File: config.mk
export PLATFORM = sky130hd
export DESIGN_NAME = sorted_timer_queue_core
export DESIGN_NICKNAME = d
export VERILOG_FILES = /design/src/rtl/stq_pkg.sv /design/src/rtl/stq_ram.sv /design/src/rtl/sorted_timer_queue_core.sv
export SDC_FILE = /design/constraint.sdc
export NUM_CORES = 1
export LEC_CHECK = 0
export BUFFER_PORTS_ARGS = -buffer_cell sky130_fd_sc_hd__buf_2
export CAP_MARGIN = 20
export CORE_AREA = 2 2 196 342
export DETAILED_ROUTE_END_ITERATION = 16
export DIE_AREA = 0 0 198 344
export HOLD_SLACK_MARGIN = 0.15
export PLACE_DENSITY = 0.72
export SYNTH_ARGS = -nofsm -noshare
export SYNTH_HDL_FRONTEND = slang
export SYNTH_HIERARCHICAL = 1
export SYNTH_SLANG_ARGS = --single-unit
export TNS_END_PERCENT = 10
File: constraint.sdc
create_clock -name clk -period 5.2 [get_ports clk]
set_input_delay 0 -clock clk [delete_from_list [all_inputs] [get_ports clk]]
set_output_delay 0 -clock clk [all_outputs]
set_load 0.02 [all_outputs]
File: src/rtl/stq_pkg.sv
`default_nettype none

package stq_pkg;

  // Default number of timer slots.
  localparam int DepthDefault = 16;

  // Most expired entries reported by one tick.
  localparam int MaxReports = 16;

  // Field widths.
  localparam int HandleW = 10;
  localparam int TimeW   = 32;
  localparam int KindW   = 3;
  localparam int ReqW    = 2;
  localparam int HeldW   = 5;

  // Request codes.
  typedef enum logic [ReqW-1:0] {
    REQ_ADD    = 2'd0,
    REQ_DEL    = 2'd1,
    REQ_ADJUST = 2'd2,
    REQ_TICK   = 2'd3
  } req_t;

  // Result codes.
  typedef enum logic [KindW-1:0] {
    KIND_DONE      = 3'd0,
    KIND_FULL      = 3'd1,
    KIND_NOT_FOUND = 3'd2,
    KIND_EXPIRED   = 3'd3,
    KIND_NONE_DUE  = 3'd4
  } kind_t;

  // Sequencer states.
  typedef enum logic [3:0] {
    ST_IDLE,
    ST_ADD_RD,
    ST_ADD_CMP,
    ST_DEL_RD,
    ST_DEL_CMP,
    ST_TCK_RD,
    ST_TCK_CMP,
    ST_EMIT_RD,
    ST_EMIT_OUT,
    ST_SHF_RD,
    ST_SHF_WR,
    ST_REPLY
  } state_t;

  // One stored timer.
  typedef struct packed {
    logic [HandleW-1:0] handle;
    logic [TimeW-1:0]   expire;
  } entry_t;

endpackage

`default_nettype wire

File: src/rtl/stq_ram.sv
`default_nettype none

module stq_ram #(
  parameter int DEPTH = stq_pkg::DepthDefault,
  parameter int AW    = 4
) (
  input  logic           clk,
  input  logic           we,
  input  logic [AW-1:0]  wa,
  input  stq_pkg::entry_t wd,
  input  logic [AW-1:0]  ra,
  output stq_pkg::entry_t rd
);
  import stq_pkg::*;

  entry_t mem [DEPTH];

  // One write port and one registered read port.
  always_ff @(posedge clk) begin
    if (we) begin
      mem[wa] <= wd;
    end
    rd <= mem[ra];
  end

endmodule

`default_nettype wire

File: src/rtl/sorted_timer_queue_core.sv
// Channel   Handshake                Fields
// request   start, busy              req_type, entry_handle, new_expire, now_time
// reply     reply_valid (one cycle)  reply_kind, reply_handle, reply_expire,
//                                    entries_held, last_of_run
//
// An item is taken when start is high and busy is low; busy stays high until
// every reply of that item has been shown and the slot store is settled.
// All work goes through one slot memory with one write and one registered read
// port, so every visited slot takes a read state and then a compare or write
// state. Add walks back from the end, moving later entries up, and stops at
// the new place; delete scans every held slot, and adjust is a delete followed
// by an add. Tick counts due entries from the front up to the report limit,
// then reports them and closes the gap; with nothing due it ends after one reply.
// Reset (rst, synchronous) empties the queue at once; slot contents are not
// cleared. The receiver cannot stall: each reply shows for exactly one cycle.
`default_nettype none

module sorted_timer_queue_core #(
  parameter int DEPTH = stq_pkg::DepthDefault
) (
  input  logic                       clk,
  input  logic                       rst,
  input  logic                       start,
  output logic                       busy,
  input  logic [stq_pkg::ReqW-1:0]    req_type,
  input  logic [stq_pkg::HandleW-1:0] entry_handle,
  input  logic [stq_pkg::TimeW-1:0]   new_expire,
  input  logic [stq_pkg::TimeW-1:0]   now_time,
  output logic                       reply_valid,
  output logic [stq_pkg::KindW-1:0]   reply_kind,
  output logic [stq_pkg::HandleW-1:0] reply_handle,
  output logic [stq_pkg::TimeW-1:0]   reply_expire,
  output logic [stq_pkg::HeldW-1:0]   entries_held,
  output logic                       last_of_run
);
  import stq_pkg::*;

  localparam int AW = (DEPTH > 1) ? $clog2(DEPTH) : 1;
  localparam int CW = $clog2(DEPTH + 1);

  state_t             state, state_next;
  req_t               req_q;
  logic [HandleW-1:0] hdl_q;
  logic [TimeW-1:0]   exp_q;
  logic [TimeW-1:0]   now_q;
  logic [CW-1:0]      idx;
  logic [CW-1:0]      count;
  logic [CW-1:0]      due;
  logic               found;
  kind_t              res_kind;
  logic [HandleW-1:0] res_hdl;
  logic [TimeW-1:0]   res_exp;

  logic               ram_we;
  logic [AW-1:0]      ram_wa;
  entry_t             ram_wd;
  logic [AW-1:0]      ram_ra;
  entry_t             ram_rd;

  logic [CW-1:0]      idx_dec;
  logic [CW-1:0]      idx_inc;
  logic [CW-1:0]      idx_back;
  logic [CW-1:0]      count_left;
  logic [31:0]        held_full;
  logic [31:0]        left_full;
  logic               at_end;
  logic               at_max;
  logic               later;
  logic               is_due;
  logic               emit_last;

  stq_ram #(
    .DEPTH (DEPTH),
    .AW    (AW)
  ) u_ram (
    .clk (clk),
    .we  (ram_we),
    .wa  (ram_wa),
    .wd  (ram_wd),
    .ra  (ram_ra),
    .rd  (ram_rd)
  );

  // Shared pointer arithmetic and compares.
  assign idx_dec    = idx - 1'b1;
  assign idx_inc    = idx + 1'b1;
  assign idx_back   = idx - due;
  assign count_left = count - due;
  assign held_full  = 32'(count);
  assign left_full  = 32'(count_left);
  assign at_end     = (idx == count);
  assign at_max     = (32'(idx) >= 32'(MaxReports));
  assign later      = (ram_rd.expire > exp_q);
  assign is_due     = (ram_rd.expire <= now_q);
  assign emit_last  = (idx_inc == due);
  assign busy       = (state != ST_IDLE);

  // Next state.
  always_comb begin
    state_next = state;
    unique case (state)
      ST_IDLE: begin
        if (start) begin
          unique case (req_t'(req_type))
            REQ_ADD:                state_next = (count >= CW'(DEPTH)) ? ST_REPLY : ST_ADD_RD;
            REQ_DEL, REQ_ADJUST:    state_next = ST_DEL_RD;
            REQ_TICK:               state_next = ST_TCK_RD;
            default:                state_next = ST_IDLE;
          endcase
        end
      end
      ST_ADD_RD:  state_next = (idx == '0) ? ST_REPLY : ST_ADD_CMP;
      ST_ADD_CMP: state_next = later ? ST_ADD_RD : ST_REPLY;
      ST_DEL_RD: begin
        if (at_end) begin
          state_next = (found && req_q == REQ_ADJUST) ? ST_ADD_RD : ST_REPLY;
        end else begin
          state_next = ST_DEL_CMP;
        end
      end
      ST_DEL_CMP: state_next = ST_DEL_RD;
      ST_TCK_RD: begin
        if (at_end || at_max) begin
          state_next = (idx == '0) ? ST_REPLY : ST_EMIT_RD;
        end else begin
          state_next = ST_TCK_CMP;
        end
      end
      ST_TCK_CMP: begin
        if (is_due) begin
          state_next = ST_TCK_RD;
        end else begin
          state_next = (idx == '0) ? ST_REPLY : ST_EMIT_RD;
        end
      end
      ST_EMIT_RD:  state_next = ST_EMIT_OUT;
      ST_EMIT_OUT: state_next = emit_last ? ST_SHF_RD : ST_EMIT_RD;
      ST_SHF_RD:   state_next = at_end ? ST_IDLE : ST_SHF_WR;
      ST_SHF_WR:   state_next = ST_SHF_RD;
      ST_REPLY:    state_next = ST_IDLE;
      default:     state_next = ST_IDLE;
    endcase
  end

  // Memory port control.
  always_comb begin
    ram_we = 1'b0;
    ram_wa = idx[AW-1:0];
    ram_wd = ram_rd;
    ram_ra = idx[AW-1:0];
    unique case (state)
      ST_ADD_RD: begin
        ram_ra = idx_dec[AW-1:0];
        if (idx == '0) begin
          ram_we = 1'b1;
          ram_wd = '{handle: hdl_q, expire: exp_q};
        end
      end
      ST_ADD_CMP: begin
        ram_we = 1'b1;
        if (!later) begin
          ram_wd = '{handle: hdl_q, expire: exp_q};
        end
      end
      ST_DEL_CMP: begin
        ram_we = found;
        ram_wa = idx_dec[AW-1:0];
      end
      ST_SHF_WR: begin
        ram_we = 1'b1;
        ram_wa = idx_back[AW-1:0];
      end
      default: begin
        ram_we = 1'b0;
      end
    endcase
  end

  // Reply ports.
  always_comb begin
    reply_valid  = 1'b0;
    reply_kind   = res_kind;
    reply_handle = res_hdl;
    reply_expire = res_exp;
    entries_held = held_full[HeldW-1:0];
    last_of_run  = 1'b0;
    unique case (state)
      ST_REPLY: begin
        reply_valid = 1'b1;
        last_of_run = 1'b1;
      end
      ST_EMIT_OUT: begin
        reply_valid  = 1'b1;
        reply_kind   = KIND_EXPIRED;
        reply_handle = ram_rd.handle;
        reply_expire = ram_rd.expire;
        entries_held = left_full[HeldW-1:0];
        last_of_run  = emit_last;
      end
      default: begin
        reply_valid = 1'b0;
      end
    endcase
  end

  // Control state.
  always_ff @(posedge clk) begin
    if (rst) begin
      state <= ST_IDLE;
      count <= '0;
    end else begin
      state <= state_next;
      unique case (state)
        ST_ADD_RD: begin
          if (idx == '0) begin
            count <= count + 1'b1;
          end
        end
        ST_ADD_CMP: begin
          if (!later) begin
            count <= count + 1'b1;
          end
        end
        ST_DEL_RD: begin
          if (at_end && found) begin
            count <= count - 1'b1;
          end
        end
        ST_SHF_RD: begin
          if (at_end) begin
            count <= count_left;
          end
        end
        default: begin
          count <= count;
        end
      endcase
    end
  end

  // Working registers of the current item.
  always_ff @(posedge clk) begin
    unique case (state)
      ST_IDLE: begin
        req_q <= req_t'(req_type);
        hdl_q <= entry_handle;
        exp_q <= new_expire;
        now_q <= now_time;
        found <= 1'b0;
        idx   <= (req_t'(req_type) == REQ_ADD) ? count : '0;
        res_kind <= KIND_FULL;
        res_hdl  <= entry_handle;
        res_exp  <= new_expire;
      end
      ST_ADD_RD: begin
        if (idx == '0) begin
          res_kind <= KIND_DONE;
          res_hdl  <= hdl_q;
          res_exp  <= exp_q;
        end
      end
      ST_ADD_CMP: begin
        if (later) begin
          idx <= idx_dec;
        end else begin
          res_kind <= KIND_DONE;
          res_hdl  <= hdl_q;
          res_exp  <= exp_q;
        end
      end
      ST_DEL_RD: begin
        if (at_end) begin
          res_hdl <= hdl_q;
          idx     <= count - 1'b1;
          if (found) begin
            res_kind <= KIND_DONE;
          end else begin
            res_kind <= KIND_NOT_FOUND;
            res_exp  <= '0;
          end
        end
      end
      ST_DEL_CMP: begin
        if (!found && ram_rd.handle == hdl_q) begin
          found   <= 1'b1;
          res_exp <= ram_rd.expire;
        end
        idx <= idx_inc;
      end
      ST_TCK_RD: begin
        if (at_end || at_max) begin
          due      <= idx;
          idx      <= '0;
          res_kind <= KIND_NONE_DUE;
          res_hdl  <= '0;
          res_exp  <= '0;
        end
      end
      ST_TCK_CMP: begin
        if (is_due) begin
          idx <= idx_inc;
        end else begin
          due      <= idx;
          idx      <= '0;
          res_kind <= KIND_NONE_DUE;
          res_hdl  <= '0;
          res_exp  <= '0;
        end
      end
      ST_EMIT_OUT: idx <= idx_inc;
      ST_SHF_WR:   idx <= idx_inc;
      default: begin
        idx <= idx;
      end
    endcase
  end

endmodule

`default_nettype wire

==> results by group <==
Power
  • Internal power: 18.7 mW
  • Switch share: 0.365
  • Clock network fraction of total power: 0.198
  • Worst VDD drop: 0.800 mV
  • Combinational share of power: 0.422
  • Leakage: 14.6 nW
  • Sw power: 10.8 mW
  • Pwr Total: 29.5 mW
  • Sequential Power Share: 0.380
  • Power Dens Cells: 705 mW/mm2

Hold path
  • Hold Crit Start: new_expire[17]
  • Worst Hold Depth: 2
  • Worst hold path class: in -> reg
  • Worst Hold End: exp_q[17]$_DFFE_PP_

Timing
  • RSZ-0062 raised after global routing: no
  • Max Freq: 240 MHz
  • Minimum clock period: 4.17 ns
  • Headroom to the max-slew limit: 0.261
  • Tcrit/Tclk final: 0.801
  • Final Skew: 0.0248 ns
  • Pins Over Slew Limit: 0
  • Worst-Margin Slew: 1.10 ns
  • Hold WS: 0.170 ns
  • Endpoints failing hold: 0
  • Setup ws final: 1.03 ns
  • Final setup vio count: 0

Floorplanning
  • Core box area: 0.0653 mm2
  • Rows: 124
  • Die area: 0.0681 mm2
  • Starting Density: 0.543
  • Die Wd: 198 um
  • Die height: 344 um
  • Top Ports: 132

Yosys
  • Ys async rst share: 0
  • Count of cell types in the netlist: 64
  • Number of enable flip-flop cells after synthesis: 804
  • Synth top area share: 0.680
  • Synthesis warning total: 6
  • Register area share after synthesis: 0.709
  • Post-Syn Area: 0.0355 mm2
  • Post-synth top flop: edfxtp_1
  • Yosys reg bits: 855
  • Yosys top cell by area: edfxtp_1
  • Syn nets: 2172
  • Synth area leaders: edfxtp_1, mux4_2, dfxtp_1, ha_1, a22oi_1
  • Syn_area_per_cell: 17.6 um2
  • Post-Synthesis Cells: 2013

Final layout
  • Design Area, Final: 0.0418 mm2
  • Layout cells sized above 1: 0.250
  • Layout Nets: 2488
  • ANT cells: 0
  • Layout overhead on the synthesized area: 17.9%

Setup path
  • Crit path capture type: flip-flop
  • FF-to-FF path depth: 9
  • Critical Path RT: 5.48 ns
  • Kind of critical path: reg -> reg
  • Crit-path leading delay family: simple AND/OR/NAND/NOR gates
  • FF-to-FF End: res_exp[26]$_DFFE_PP_
  • FF-to-FF setup slack: 1.03 ns
  • CP arrival: 4.45 ns
  • CP Cell Sequence: inv_1 -> ha_1 -> nand4_1 -> nor4_2 -> o31ai_1 -> a21boi_1 -> nor2_1 -> nor4_4 -> buf_4
  • Crit-path max cell delay: 0.97 ns
  • Levels on crit path: 9
  • CP max FO: 16
  • Critical R2R Launch: now_q[29]$_DFFE_PP_
  • CP bufs+invs: 2
  • Startpoint types: flip-flop
  • Critical-path top delay cell: nor4_2

Clock network
  • Cts hold-fix bufs: 149
  • Worst skew pair latency: 0.63 ns
  • Maximum level of the CTS H-tree: 3
  • Postcts setup bufs: 0
  • Clk slew on worst S/H paths: 0.07 ns
  • CTS tree: done
  • Clk root buf: clkbuf_16
  • Post_cts resized: 0
  • CTS Sinks: 855
  • Clock Tree Buf Depth: 3
  • TritonCTS buffer count: 76

Drt
  • Vias after detailed routing: 20500
  • Drt wl/cell: 28.0 um
  • TritonRoute pass-1 iters: 5
  • WL final: 91500 um
  • Drt drc: 0
  • Vias per inst: 6.25
  • Initial DRC count: 2166
  • DRT antenna net count: 0

Placement
  • Hpwl dp: 53300 um
  • Area after DPL: 0.0378 mm2
  • Place WS: 1.17 ns
  • I/O Buffers: 131
  • Placer Congestion: 0.916

Global route
  • Initial antenna violation count: 3
  • Pin count of the biggest net entering global routing: 135
  • First-pass GRT wire length: 135000 um
  • Vias in the first global route: 21200
  • Grt ovf: 0
  • Tot GR Track Use: 0.274

Flow run
  • MaxCap Viol Count: 0

Run status
  • Status: finished, final reports clean
-- registers in the layout, summed over array words and instances (netlist names) --
| signal | flops |
|---|---|
| now_q | 32 |
| res_kind | 3 |
| res_hdl | 10 |
| found | 1 |
| req_q | 2 |
| due | 5 |
| u_ram/mem | 672 |
| exp_q | 32 |
| state | 4 |
| idx | 5 |
| hdl_q | 10 |
| count | 5 |
| u_ram/rd | 42 |
| res_exp | 32 |
-- logic make-up (layout without fill, tap and decap cells) --
logic type,Yosys count,after routing,share of synthesized area
compound gates,270,270,0.0520
fa+ha+maj,80,80,0.0286
mux,251,251,0.134
buf+inv,188,567,0.0241
simple gates,333,333,0.0433
flops,855,855,0.709
xor+xnor,36,36,0.00889
-- stage by stage --
step | util | TNS [ns] | instances
global route | 0.641 | 0 | 3274
floorplan | - | -22.98 | 2013
finish | 0.641 | 0 | 3274
detailed placement | 0.578 | 0 | 2982
CTS | 0.640 | 0 | 3272
global placement | 0.577 | 0 | 2979
-- synth_stat cells, drive strengths merged, types with 19 or more instances --
cell type    n
xor2        24
buf         43
clkbuf      63
mux4       168
edfxtp     804
mux2        83
a22oi      119
nor2        49
dfxtp       51
nand3       55
nand2      148
inv         82
ha          78
a21oi       49
o21ai       39
nor3        19
-- per-layer routing --
metal / global-route usage / up-vias / share of wire
li1: - / 8667 / -
met1: 0.346 / 10500 / 0.37
met2: 0.471 / 1080 / 0.51
met3: 0.0388 / 251 / 0.074
met4: 0.129 / 0 / 0.047
met5: 0 / - / 0
-- how the worst max path moves through the flow --
| stage | slack (ns) | from | endpoint |
|---|---|---|---|
| 2_1_floorplan | -0.38 | idx[0]$_DFFE_PP_ | u_ram/mem[0][0]$_DFFE_PP_ |
| 3_3_place_gp | 0.61 | exp_q[31]$_DFFE_PP_ | u_ram/mem[11][34]$_DFFE_PP_ |
| 3_5_place_dp | 1.17 | state[3]$_SDFFE_PP0P_ | u_ram/mem[15][38]$_DFFE_PP_ |
| 4_1_cts | 1.14 | now_q[29]$_DFFE_PP_ | res_exp[17]$_DFFE_PP_ |
| 5_1_grt | 0.84 | state[3]$_SDFFE_PP0P_ | u_ram/mem[15][34]$_DFFE_PP_ |
| 6_report | 1.03 | now_q[29]$_DFFE_PP_ | res_exp[26]$_DFFE_PP_ |
-- power by group through the flow --
stage | Combinational, mW | Sequential, mW | Clock, mW
floorplan | 8.58 | 11.0 | 0
global placement | 11.9 | 11.3 | 0
detailed placement | 12.2 | 11.3 | 0
CTS | 12.4 | 11.2 | 5.89
global route | 13.3 | 11.3 | 6.14
finish | 12.4 | 11.2 | 5.83
-- area by class of cell --
class / count / area [um2]
clock buffer: 94 / 2030
inverter: 82 / 309
fill: 4414 / 23500
clock inverter: 47 / 537
tap: 882 / 1100
sequential: 855 / 25200
multi-input combinational: 970 / 9670
timing repair buffer: 344 / 3030
-- worst register-to-register path: stages, from the launching register on --
cell and delay (ns):
edfxtp_1 0.33, inv_1 0.05, ha_1 0.31, nand4_1 0.29
nor4_2 0.97, o31ai_1 0.33, a21boi_1 0.67, nor2_1 0.19
nor4_4 0.31, buf_4 0.36
-- cells in the final DEF, fill, tap and decap left out, types with 29 or more instances in the layout --
cell type,instances
dlygate4sd3_1,149
mux2_2,72
a21oi_1,48
buf_12,31
buf_2,134
a22oi_1,119
o21ai_0,38
nor2_1,34
mux4_2,168
edfxtp_1,804
clkbuf_16,79
inv_1,81
buf_4,29
nand2_1,147
dfxtp_1,51
nand3_1,54
ha_1,78
No activity file was read; power rests on OpenSTA's default activity.
